===== config.mk =====
export PLATFORM = sky130hd
export DESIGN_NAME = bsr_ctrl
export DESIGN_NICKNAME = d
export VERILOG_FILES = /design/src/rtl/bsr_pkg.sv /design/src/rtl/bsr_ctrl.sv
export SDC_FILE = /design/constraint.sdc
export NUM_CORES = 1
export LEC_CHECK = 0
export BUFFER_PORTS_ARGS = -buffer_cell sky130_fd_sc_hd__buf_2
export CORE_AREA = 8 8 56 58
export DETAILED_ROUTE_END_ITERATION = 12
export DIE_AREA = 0 0 64 66
export PLACE_DENSITY_LB_ADDON = 0.08
export SYNTH_ARGS = -nofsm -noshare
export SYNTH_HDL_FRONTEND = slang
export SYNTH_SLANG_ARGS = --single-unit

===== constraint.sdc =====
create_clock -name clk -period 2 [get_ports clk]
set_clock_uncertainty 0.05 [all_clocks]
set_input_delay 0.6 -clock clk [delete_from_list [all_inputs] [get_ports clk]]
set_output_delay 0.6 -clock clk [all_outputs]
set_load 0.05 [all_outputs]

===== src/rtl/bsr_pkg.sv =====
// Shared constants, types and helpers of the byte stream reassembler.
package bsr_pkg;

	// Ring size in bytes; the window spans read point to read point plus this.
	localparam int CAPACITY = 1024;
	localparam int AW       = $clog2(CAPACITY);
	localparam int OFF_W    = AW + 1;
	localparam int PEND_W   = $clog2(CAPACITY + 1);

	// Fixed field widths of the stream ports.
	localparam int POS_W    = 32;
	localparam int BYTE_W   = 8;
	localparam int COUNT_W  = 11;
	localparam int S_DATA_W = 40;
	localparam int M_DATA_W = 56;
	localparam int USER_W   = 2;

	// Request kinds carried in the action field.
	localparam logic ACT_PUSH = 1'b0;
	localparam logic ACT_READ = 1'b1;

	// Address source for the valid bitmap memory.
	typedef enum logic [1:0] {
		SEL_CLR  = 2'd0,
		SEL_PUSH = 2'd1,
		SEL_SCAN = 2'd2,
		SEL_HEAD = 2'd3
	} addr_sel_t;

	// Commands from the controller to the datapath.
	typedef struct packed {
		logic      load;
		logic      clr_step;
		logic      vrd;
		logic      vwr;
		logic      vbit;
		addr_sel_t asel;
		logic      bwr;
		logic      brd;
		logic      store;
		logic      advance;
		logic      pop;
		logic      result;
		logic      res_read;
		logic      res_acc;
	} bsr_cmd_t;

	// Status from the datapath to the controller.
	typedef struct packed {
		logic clr_last;
		logic is_read;
		logic read_ok;
		logic push_ok;
		logic slot_free;
		logic scan_room;
		logic vbit_rd;
		logic out_free;
	} bsr_status_t;

	// Ring slot of a window offset below the capacity.
	function automatic logic [AW-1:0] slot_of(input logic [AW-1:0] head,
	                                          input logic [OFF_W-1:0] off);
		logic [OFF_W-1:0] sum;
		sum = {1'b0, head} + off;
		if (sum >= OFF_W'(CAPACITY)) begin
			sum = sum - OFF_W'(CAPACITY);
		end
		return sum[AW-1:0];
	endfunction

endpackage


===== src/rtl/bsr_ctrl.sv =====
// Controller state machine of the byte stream reassembler.
module bsr_ctrl
	import bsr_pkg::*;
(
	input  logic        clk,
	input  logic        arst_n,
	input  logic        in_valid,
	output logic        in_ready,
	input  bsr_status_t st,
	output bsr_cmd_t    cmd
);

	typedef enum logic [6:0] {
		ST_INIT = 7'b0000001,
		ST_IDLE = 7'b0000010,
		ST_EVAL = 7'b0000100,
		ST_PCHK = 7'b0001000,
		ST_SCAN = 7'b0010000,
		ST_SCHK = 7'b0100000,
		ST_DONE = 7'b1000000
	} state_t;

	state_t state_q, state_d;
	logic   rd_q;
	logic   acc_q;

	// Next state and command decode.
	always_comb begin
		state_d  = state_q;
		cmd      = '0;
		cmd.asel = SEL_CLR;
		in_ready = 1'b0;
		case (state_q)
			ST_INIT: begin
				cmd.vwr      = 1'b1;
				cmd.vbit     = 1'b0;
				cmd.asel     = SEL_CLR;
				cmd.clr_step = 1'b1;
				if (st.clr_last) begin
					state_d = ST_IDLE;
				end
			end
			ST_IDLE: begin
				in_ready = 1'b1;
				if (in_valid) begin
					cmd.load = 1'b1;
					state_d  = ST_EVAL;
				end
			end
			ST_EVAL: begin
				if (st.is_read) begin
					if (st.read_ok) begin
						cmd.brd  = 1'b1;
						cmd.pop  = 1'b1;
						cmd.vwr  = 1'b1;
						cmd.vbit = 1'b0;
						cmd.asel = SEL_HEAD;
					end
					state_d = ST_DONE;
				end else if (st.push_ok) begin
					cmd.vrd  = 1'b1;
					cmd.asel = SEL_PUSH;
					state_d  = ST_PCHK;
				end else begin
					state_d = ST_DONE;
				end
			end
			ST_PCHK: begin
				if (st.slot_free) begin
					cmd.vwr   = 1'b1;
					cmd.vbit  = 1'b1;
					cmd.asel  = SEL_PUSH;
					cmd.bwr   = 1'b1;
					cmd.store = 1'b1;
				end
				state_d = ST_SCAN;
			end
			ST_SCAN: begin
				if (st.scan_room) begin
					cmd.vrd  = 1'b1;
					cmd.asel = SEL_SCAN;
					state_d  = ST_SCHK;
				end else begin
					state_d = ST_DONE;
				end
			end
			ST_SCHK: begin
				if (st.vbit_rd) begin
					cmd.advance = 1'b1;
					state_d     = ST_SCAN;
				end else begin
					state_d = ST_DONE;
				end
			end
			ST_DONE: begin
				if (st.out_free) begin
					cmd.result   = 1'b1;
					cmd.res_read = rd_q;
					cmd.res_acc  = acc_q;
					state_d      = ST_IDLE;
				end
			end
			default: begin
				state_d = ST_INIT;
			end
		endcase
	end

	// State register.
	always_ff @(posedge clk or negedge arst_n) begin
		if (!arst_n) begin
			state_q <= ST_INIT;
		end else begin
			state_q <= state_d;
		end
	end

	// Outcome flags of the current request, settled in the evaluate step.
	always_ff @(posedge clk or negedge arst_n) begin
		if (!arst_n) begin
			rd_q  <= 1'b0;
			acc_q <= 1'b0;
		end else if (state_q == ST_EVAL) begin
			rd_q  <= st.is_read & st.read_ok;
			acc_q <= ~st.is_read & st.push_ok;
		end
	end

	// Only one request is in flight at a time.
	a_one_in_flight: assert property (@(posedge clk) disable iff (!arst_n)
		cmd.load |=> !in_ready)
		else $error("new request taken while one is in flight");

	// A scan step only advances on a bitmap read issued the cycle before.
	a_advance_after_read: assert property (@(posedge clk) disable iff (!arst_n)
		cmd.advance |-> $past(cmd.vrd))
		else $error("assembled point advanced without a bitmap read");

	// A byte is stored only after its slot was checked.
	a_store_after_check: assert property (@(posedge clk) disable iff (!arst_n)
		cmd.bwr |-> $past(cmd.vrd) && $past(cmd.asel) == SEL_PUSH)
		else $error("byte stored without a slot check");

endmodule


* Word-level counts from Yosys, hierarchy flattened
Index checks and enable logic that the tools add are counted.
** Cells by class
- Reduce and logical (&&, ||, !) cells :: 1
- Multiplexer cells :: 34
- Equal/unequal tests :: 10
- Bitwise logic cells :: 3
** Operator list (number)
- $mux 7 :: 7
- $pmux 7 s7 :: 1
- $mux 1 :: 16
- $pmux 2 s3 :: 2
- $eq 7x1->1 const B :: 1
- $eq 7x2->1 const B :: 1
- $eq 7x3->1 const B :: 1
- $eq 7x4->1 const B :: 1
- $eq 7x5->1 const B :: 1
- $eq 7x6->1 const B :: 1
- $eq 7x7->1 const B :: 1
- $mux 2 :: 3
- $mux 3 :: 2
- $ne 2x2->1 const B :: 3
- $mux 5 :: 1
- $mux 4 :: 1
- $reduce_and 3->1 :: 1
- $and 1x1->1 :: 2
- $pmux 1 s2 :: 1
- $not 1->1 :: 1
** Word-level totals
- Output and inout port bits :: 16
- Register bits after elaboration :: 9
- Logic and storage cells :: 51

* Longest topological paths before layout
Gate-level depths: netlist of run 1.
- Word-level depth :: 3
- Gate-level depth with buffers :: 5
- Depth with buffers taken out :: 3

* Worst setup path after synthesis of run 1
OpenSTA, ideal clock, no wires.
- Path kind :: register to output
- Start point :: reg state_q[5]
- End point :: out cmd[12] in the netlist's numbering
- Stages on the path, launching flop included :: 5
- Slack :: -0.698 ns
- Arrival time :: 2.048 ns
- Required time :: 1.350 ns
- Cells stage by stage :: dfrtp_1 > buf_6 > nor3_4 > nand3_4 > o21ai_0
** RTL lines
- start, declared :: line bsr_ctrl.sv:23 : state_t state_q, state_d;
- start signal, assigned :: line bsr_ctrl.sv:114 : state_q <= state_d;
- end, declared :: line bsr_ctrl.sv:10 : output bsr_cmd_t cmd

==> results.py, run 1 <==
metrics = {
    "setup_path": {
        "critPathKind": "register to output pin",
        "crit_start": "state_q[0]",
        "startpoint_type": "register",
        "endpoint_kind": "output pin",
        "r2r-start": "state_q[6]",
        "crit_required_ns": 1.35,
        "crit_fanout": 6,
        "crit_arrival_ns": 1.68,
        "worstRegToRegCells": 6,
    },
    "timing": {
        "setup_tns_ns": -3.66,
        "setup_slack_ns": -0.332,
        "max_freq_ghz": 0.429,
        "hold_viol_final": 0,
        "drv_slew": 0,
        "post-route-min-period_ns": 2.33,
        "worstMarginPinSlew_ns": 0.424,
        "relSlewSlack": 0.713,
        "rsz0062_at_grt": "true",
        "setup_viol": 16,
        "period_share": 1.17,
    },
    "clock_tree": {
        "clk_pin_slew_ns": 0.07,
        "clock_latency_ns": 0.26,
        "ctsHtreeMaxLevel": 1,
        "cts_tree": "yes",
        "cts_made_buffers": 3,
        "cts_buffer_depth": 2,
        "cts_root_buf": "clkbuf_4",
        "clock-sinks": 9,
    },
    "final_layout": {
        "nFillCells": 217,
        "antennaDiodeCount": 0,
        "syn_to_final_growth_pct": 107,
        "drive_gt1_frac": 0.762,
        "fin_nets": 142,
    },
    "routing": {
        "vias": 767,
        "drtIter0Drc": 15,
        "post_drt_via_cell_ratio": 4.79,
        "drt-wirelength-per-cell_um": 15.3,
        "wl_mm": 2.44,
        "drc_errors": 0,
        "first_pass_iters": 4,
        "ant_nets": 0,
    },
    "power_and_ir_drop": {
        "total_power_mw": 1.22,
        "leakagePower_nw": 0.657,
        "power.density_nw_per_um2": 867,
        "ir_drop_uv": 821,
    },
    "floorplan": {
        "die_width_um": 64,
        "fp.dieH_um": 66,
        "initial_core_util": 0.294,
        "rows": 18,
        "core_um2": 2320,
        "fp.dieArea_um2": 4220,
        "pin_count": 27,
    },
    "grt": {
        "grt_max_degree": 10,
        "antenna_found_initial": 0,
        "grt_pass1_wl_mm": 3.88,
        "grtUsageTotal": 0.117,
        "grt_pass1_vias": 809,
        "gr-total-overflow": 0,
    },
    "outcome": {
        "violations": "setup timing",
        "outcome": "finished with violations",
    },
    "logic_synthesis": {
        "postSynthNetCount": 82,
        "syn_area_per_cell_um2": 9.60,
        "synth_top_area_frac": 0.294,
        "yosys_warnings": 0,
        "synth_flop_cell": "dfrtp_1",
        "synthTopCellsByArea": "dfrtp_1, buf_4, nor4b_1",
        "synthCells": 71,
        "synth-seq-cells": 9,
        "yosysSeqAreaShare": 0.332,
        "netlist_area_um2": 682,
        "async_reset_ff_frac": 1.00,
        "post-synth-top-area-cell": "dfrtp_1",
        "ys_types": 35,
        "synth-edff-count": 0,
    },
    "hold_path": {
        "hold_class": "input pin to async pin",
    },
    "place": {
        "port_buffers": 26,
        "dp_hpwl_mm": 1.72,
        "place.gp.congestion": 0.795,
        "place_ws_ns": -0.167,
    },
    "job": {
        "cap_violations": 0,
    },
}
[flip-flops by register name, summed over array words and instances, names as in the netlist]
name and count:
acc_q 1, rd_q 1, state_q 7
[worst max-delay path, cell delays in order (launching register included)]
cell     delay, ns
dfstp_2       0.58
nor2_4        0.07
and4_4        0.21
or3b_4        0.40
buf_8         0.16
[kinds of logic (layout without fill, tap and decap cells)]
family                 after synthesis  count (layout)  share of synthesized area
buffers and inverters               10              69                      0.110
XOR/XNOR                             1               1                     0.0128
flip-flops                           9               9                      0.332
AND/OR/NAND/NOR                     38              38                      0.391
AO/OA/AOI/OAI                       12              12                      0.132
multiplexers                         1               1                     0.0220
[per-layer routing]
metal	wire [µm]	vias up	share of wire	global-route usage
li1	-	374	-	-
met1	1030	368	0.42	0.132
met2	1220	23	0.50	0.196
met3	151	2	0.062	0.0339
met4	36	0	0.015	0.0585
met5	0	-	0	0
[final cells by class]
class / instances / area (µm²) / area share
multi-input cells: 52 / 513 / 0.364
flip-flops and latches: 9 / 231 / 0.164
well taps: 30 / 37.5 / 0.0266
inverters: 3 / 13.8 / 0.00977
clock buffers: 4 / 26.3 / 0.0187
repair buffers: 62 / 587 / 0.417
[placed cells by master (no fill, tap or decap), types with 2 or more instances in the layout]
cell type	synthesis	layout
buf_4	5	27
buf_8	1	14
buf_6	1	11
buf_2	0	10
and4_4	0	4
dfrtp_1	8	4
dfrtp_2	0	4
nor2_4	0	3
nor2_1	5	3
and2_4	0	3
nor4b_1	4	3
clkbuf_4	0	3
and3_4	0	2
nor2b_4	0	2
nor2b_1	4	2
and2_1	5	2
nand4_1	2	2
inv_1	3	2
o21ai_0	3	2
a31o_2	2	2
nand2_1	3	2
[worst paths after layout]
kind	endpoint	slack, ns
setup / recovery	cmd[11]	-0.33
hold / removal	state_q[4]	0.14
setup reg to reg	state_q[6]	0.42
hold reg to reg	rd_q	0.44
max in group asynchronous	state_q[0]	1.50
min in group clk	rd_q	0.44
[repair_timing]
action,CTS,global route
setup buffers,8,3
setup endpoints to repair,16,16
cloned,0,0
hold buffers,0,0
pin swaps,9,10
gates resized for setup,62,15
[per-stage QoR]
stage,utilization,hold WS [ns],instance area (µm²),instances
2_1_floorplan,-,0.254,748,71
3_3_place_gp,0.448,0.424,1040,146
3_5_place_dp,0.448,0.429,1040,146
4_1_cts,0.573,0.148,1330,157
5_1_grt,0.607,0.146,1410,160
6_report,0.607,0.142,1410,160
[power breakdown]
group / total (mW) / switching [mW] / internal [mW]
registers: 0.294 / 0.0601 / 0.234
clock network: 0.145 / 0.0678 / 0.0769
logic: 0.783 / 0.371 / 0.412
total: 1.22 / 0.499 / 0.723
[cells in the mapped netlist (all sizes together), types with 3 or more instances]
| master | n |
|---|---|
| nor2b | 4 |
| nand2 | 3 |
| inv | 3 |
| and2 | 5 |
| buf | 7 |
| nor2 | 6 |
| and4 | 4 |
| nor4b | 4 |
| dfrtp | 8 |
| o21ai | 3 |
Power figures use the tool's default switching activity.
==> run 2: changes to the inputs <==
--- a/config.mk
+++ b/config.mk
@@ -9,7 +9,6 @@
 export CORE_AREA = 8 8 56 58
 export DETAILED_ROUTE_END_ITERATION = 12
 export DIE_AREA = 0 0 64 66
-export PLACE_DENSITY_LB_ADDON = 0.08
 export SYNTH_ARGS = -nofsm -noshare
 export SYNTH_HDL_FRONTEND = slang
 export SYNTH_SLANG_ARGS = --single-unit
==> results.py, run 2 (same netlist as run 1, synthesis figures left out) <==
metrics = {
    "routing": {
        "ant_nets": 0,
        "vias": 797,
        "drtIter0Drc": 5,
        "first_pass_iters": 3,
        "post_drt_via_cell_ratio": 4.86,
        "drt-wirelength-per-cell_um": 14.7,
        "wl_mm": 2.42,
        "drc_errors": 0,
    },
    "power_and_ir_drop": {
        "pwr-share-clk": 0.124,
        "pwr-share-comb": 0.636,
        "power.density_nw_per_um2": 824,
        "leakagePower_nw": 0.688,
        "p_seq_frac": 0.240,
        "p_sw_frac": 0.410,
        "ir_drop_uv": 819,
        "p_int_uw": 718,
        "p_switching_uw": 499,
    },
    "timing": {
        "period_share": 1.17,
        "setup_viol": 16,
        "post-route-min-period_ns": 2.34,
        "max_freq_ghz": 0.428,
        "worstMarginPinSlew_ns": 0.341,
        "relSlewSlack": 0.770,
        "setup_slack_ns": -0.338,
        "hold_viol_final": 0,
        "drv_slew": 0,
        "setup_tns_ns": -4.01,
        "rsz0062_at_grt": "true",
    },
    "floorplan": {
        "initial_core_util": 0.294,
        "die_width_um": 64,
        "fp.dieH_um": 66,
        "pin_count": 27,
        "rows": 18,
        "core_um2": 2320,
        "fp.dieArea_um2": 4220,
    },
    "final_layout": {
        "drive_gt1_frac": 0.776,
        "layout_common_cells": "buf_4, buf_8, buf_6",
        "regMostFlops": "state_q",
        "antennaDiodeCount": 0,
        "fin_nets": 146,
        "reg_top3": "state_q x7, acc_q x1, rd_q x1",
        "largest_register_ffs": 7,
        "syn_to_final_growth_pct": 117,
        "fin_area_um2": 1480,
        "utilization": 0.636,
        "final_common_cell": "buf_4",
        "stdcell_count": 164,
    },
    "setup_path": {
        "startpoint_type": "register",
        "endpoint_kind": "output pin",
        "crit_arrival_ns": 1.69,
        "rrSetupSlack_ns": 0.22,
        "rr_endpoint": "acc_q",
        "crit_required_ns": 1.35,
        "critPathKind": "register to output pin",
        "crit_start": "state_q[5]",
        "crit_fanout": 4,
        "endpoint": "cmd[8]",
        "worstRegToRegCells": 7,
        "r2r-start": "state_q[5]",
    },
    "clock_tree": {
        "cts_root_buf": "clkbuf_4",
        "cts_buffer_depth": 2,
        "clock-sinks": 9,
        "cts_made_buffers": 3,
        "cts_tree": "yes",
        "clock_latency_ns": 0.27,
        "ctsHtreeMaxLevel": 1,
        "clk_pin_slew_ns": 0.07,
    },
    "hold_path": {
        "hold_class": "input pin to async pin",
    },
    "grt": {
        "grt_max_degree": 10,
        "grt_pass1_vias": 851,
        "grt_pass1_wl_mm": 3.92,
        "gr-total-overflow": 0,
        "grtUsageTotal": 0.115,
        "antenna_found_initial": 0,
    },
    "place": {
        "place.gp.congestion": 0.893,
        "dp_cells": 140,
        "port_buffers": 26,
        "place_area_um2": 995,
        "dp_hpwl_mm": 1.70,
    },
    "outcome": {
        "outcome": "finished with violations",
        "violations": "setup timing",
    },
    "job": {
        "cap_violations": 0,
    },
}
==> run 2: final cells by class <==
type	instances	area, µm²
Multi-Input combinational cell	52	519
Tap cell	30	37.5
Sequential cell	9	231
Fill cell	194	843
Inverter	3	13.8
Timing Repair Buffer	66	648
Clock buffer	4	26.3
==> run 2: per-layer routing <==
metal,part of all wire,wire length [µm],vias to the layer above,GRT usage
li1,-,-,387,-
met1,0.40,955,387,0.128
met2,0.54,1310,21,0.201
met3,0.054,131,2,0.0322
met4,0.0091,22,0,0.0501
met5,0,0,-,0
==> run 2: what timing repair did <==
item / CTS / global route
setup endpoints to repair: 16 / 16
hold buffers: 0 / 0
buffers inserted: 12 / 8
gates resized for setup: 71 / 12
pin swaps: 11 / 5
cloned: 0 / 0
==> run 2: critical path, stage by stage, from the launching register on <==
cell      delay, ns
dfrtp_2        0.43
nor3_4         0.30
buf_4          0.17
and4_4         0.24
o21bai_4       0.13
buf_8          0.16
==> run 2: how the worst min path moves through the flow <==
stage / start / to / slack, ns
detailed placement: arst_n / state_q[2] / 0.42
CTS: arst_n / state_q[4] / 0.13
global route: arst_n / state_q[4] / 0.13
finish: arst_n / rd_q / 0.12
global placement: arst_n / state_q[2] / 0.42
floorplan: arst_n / acc_q / 0.25
==> run 2: through the flow <==
stage          total power [mW]  worst slack [ns]  hold WS [ns]
2_1_floorplan             0.680            -0.103         0.254
3_3_place_gp              0.850            -0.220         0.420
3_5_place_dp              0.859            -0.194         0.421
4_1_cts                    1.18            -0.292         0.134
5_1_grt                    1.29            -0.397         0.132
6_report                   1.22            -0.338         0.125
==> run 2: power groups by stage <==
stage / registers (mW) / clock network, mW / logic (mW)
CTS: 0.291 / 0.153 / 0.732
detailed placement: 0.282 / 0 / 0.577
global placement: 0.280 / 0 / 0.570
global route: 0.298 / 0.165 / 0.825
floorplan: 0.249 / 0 / 0.431
finish: 0.292 / 0.151 / 0.774
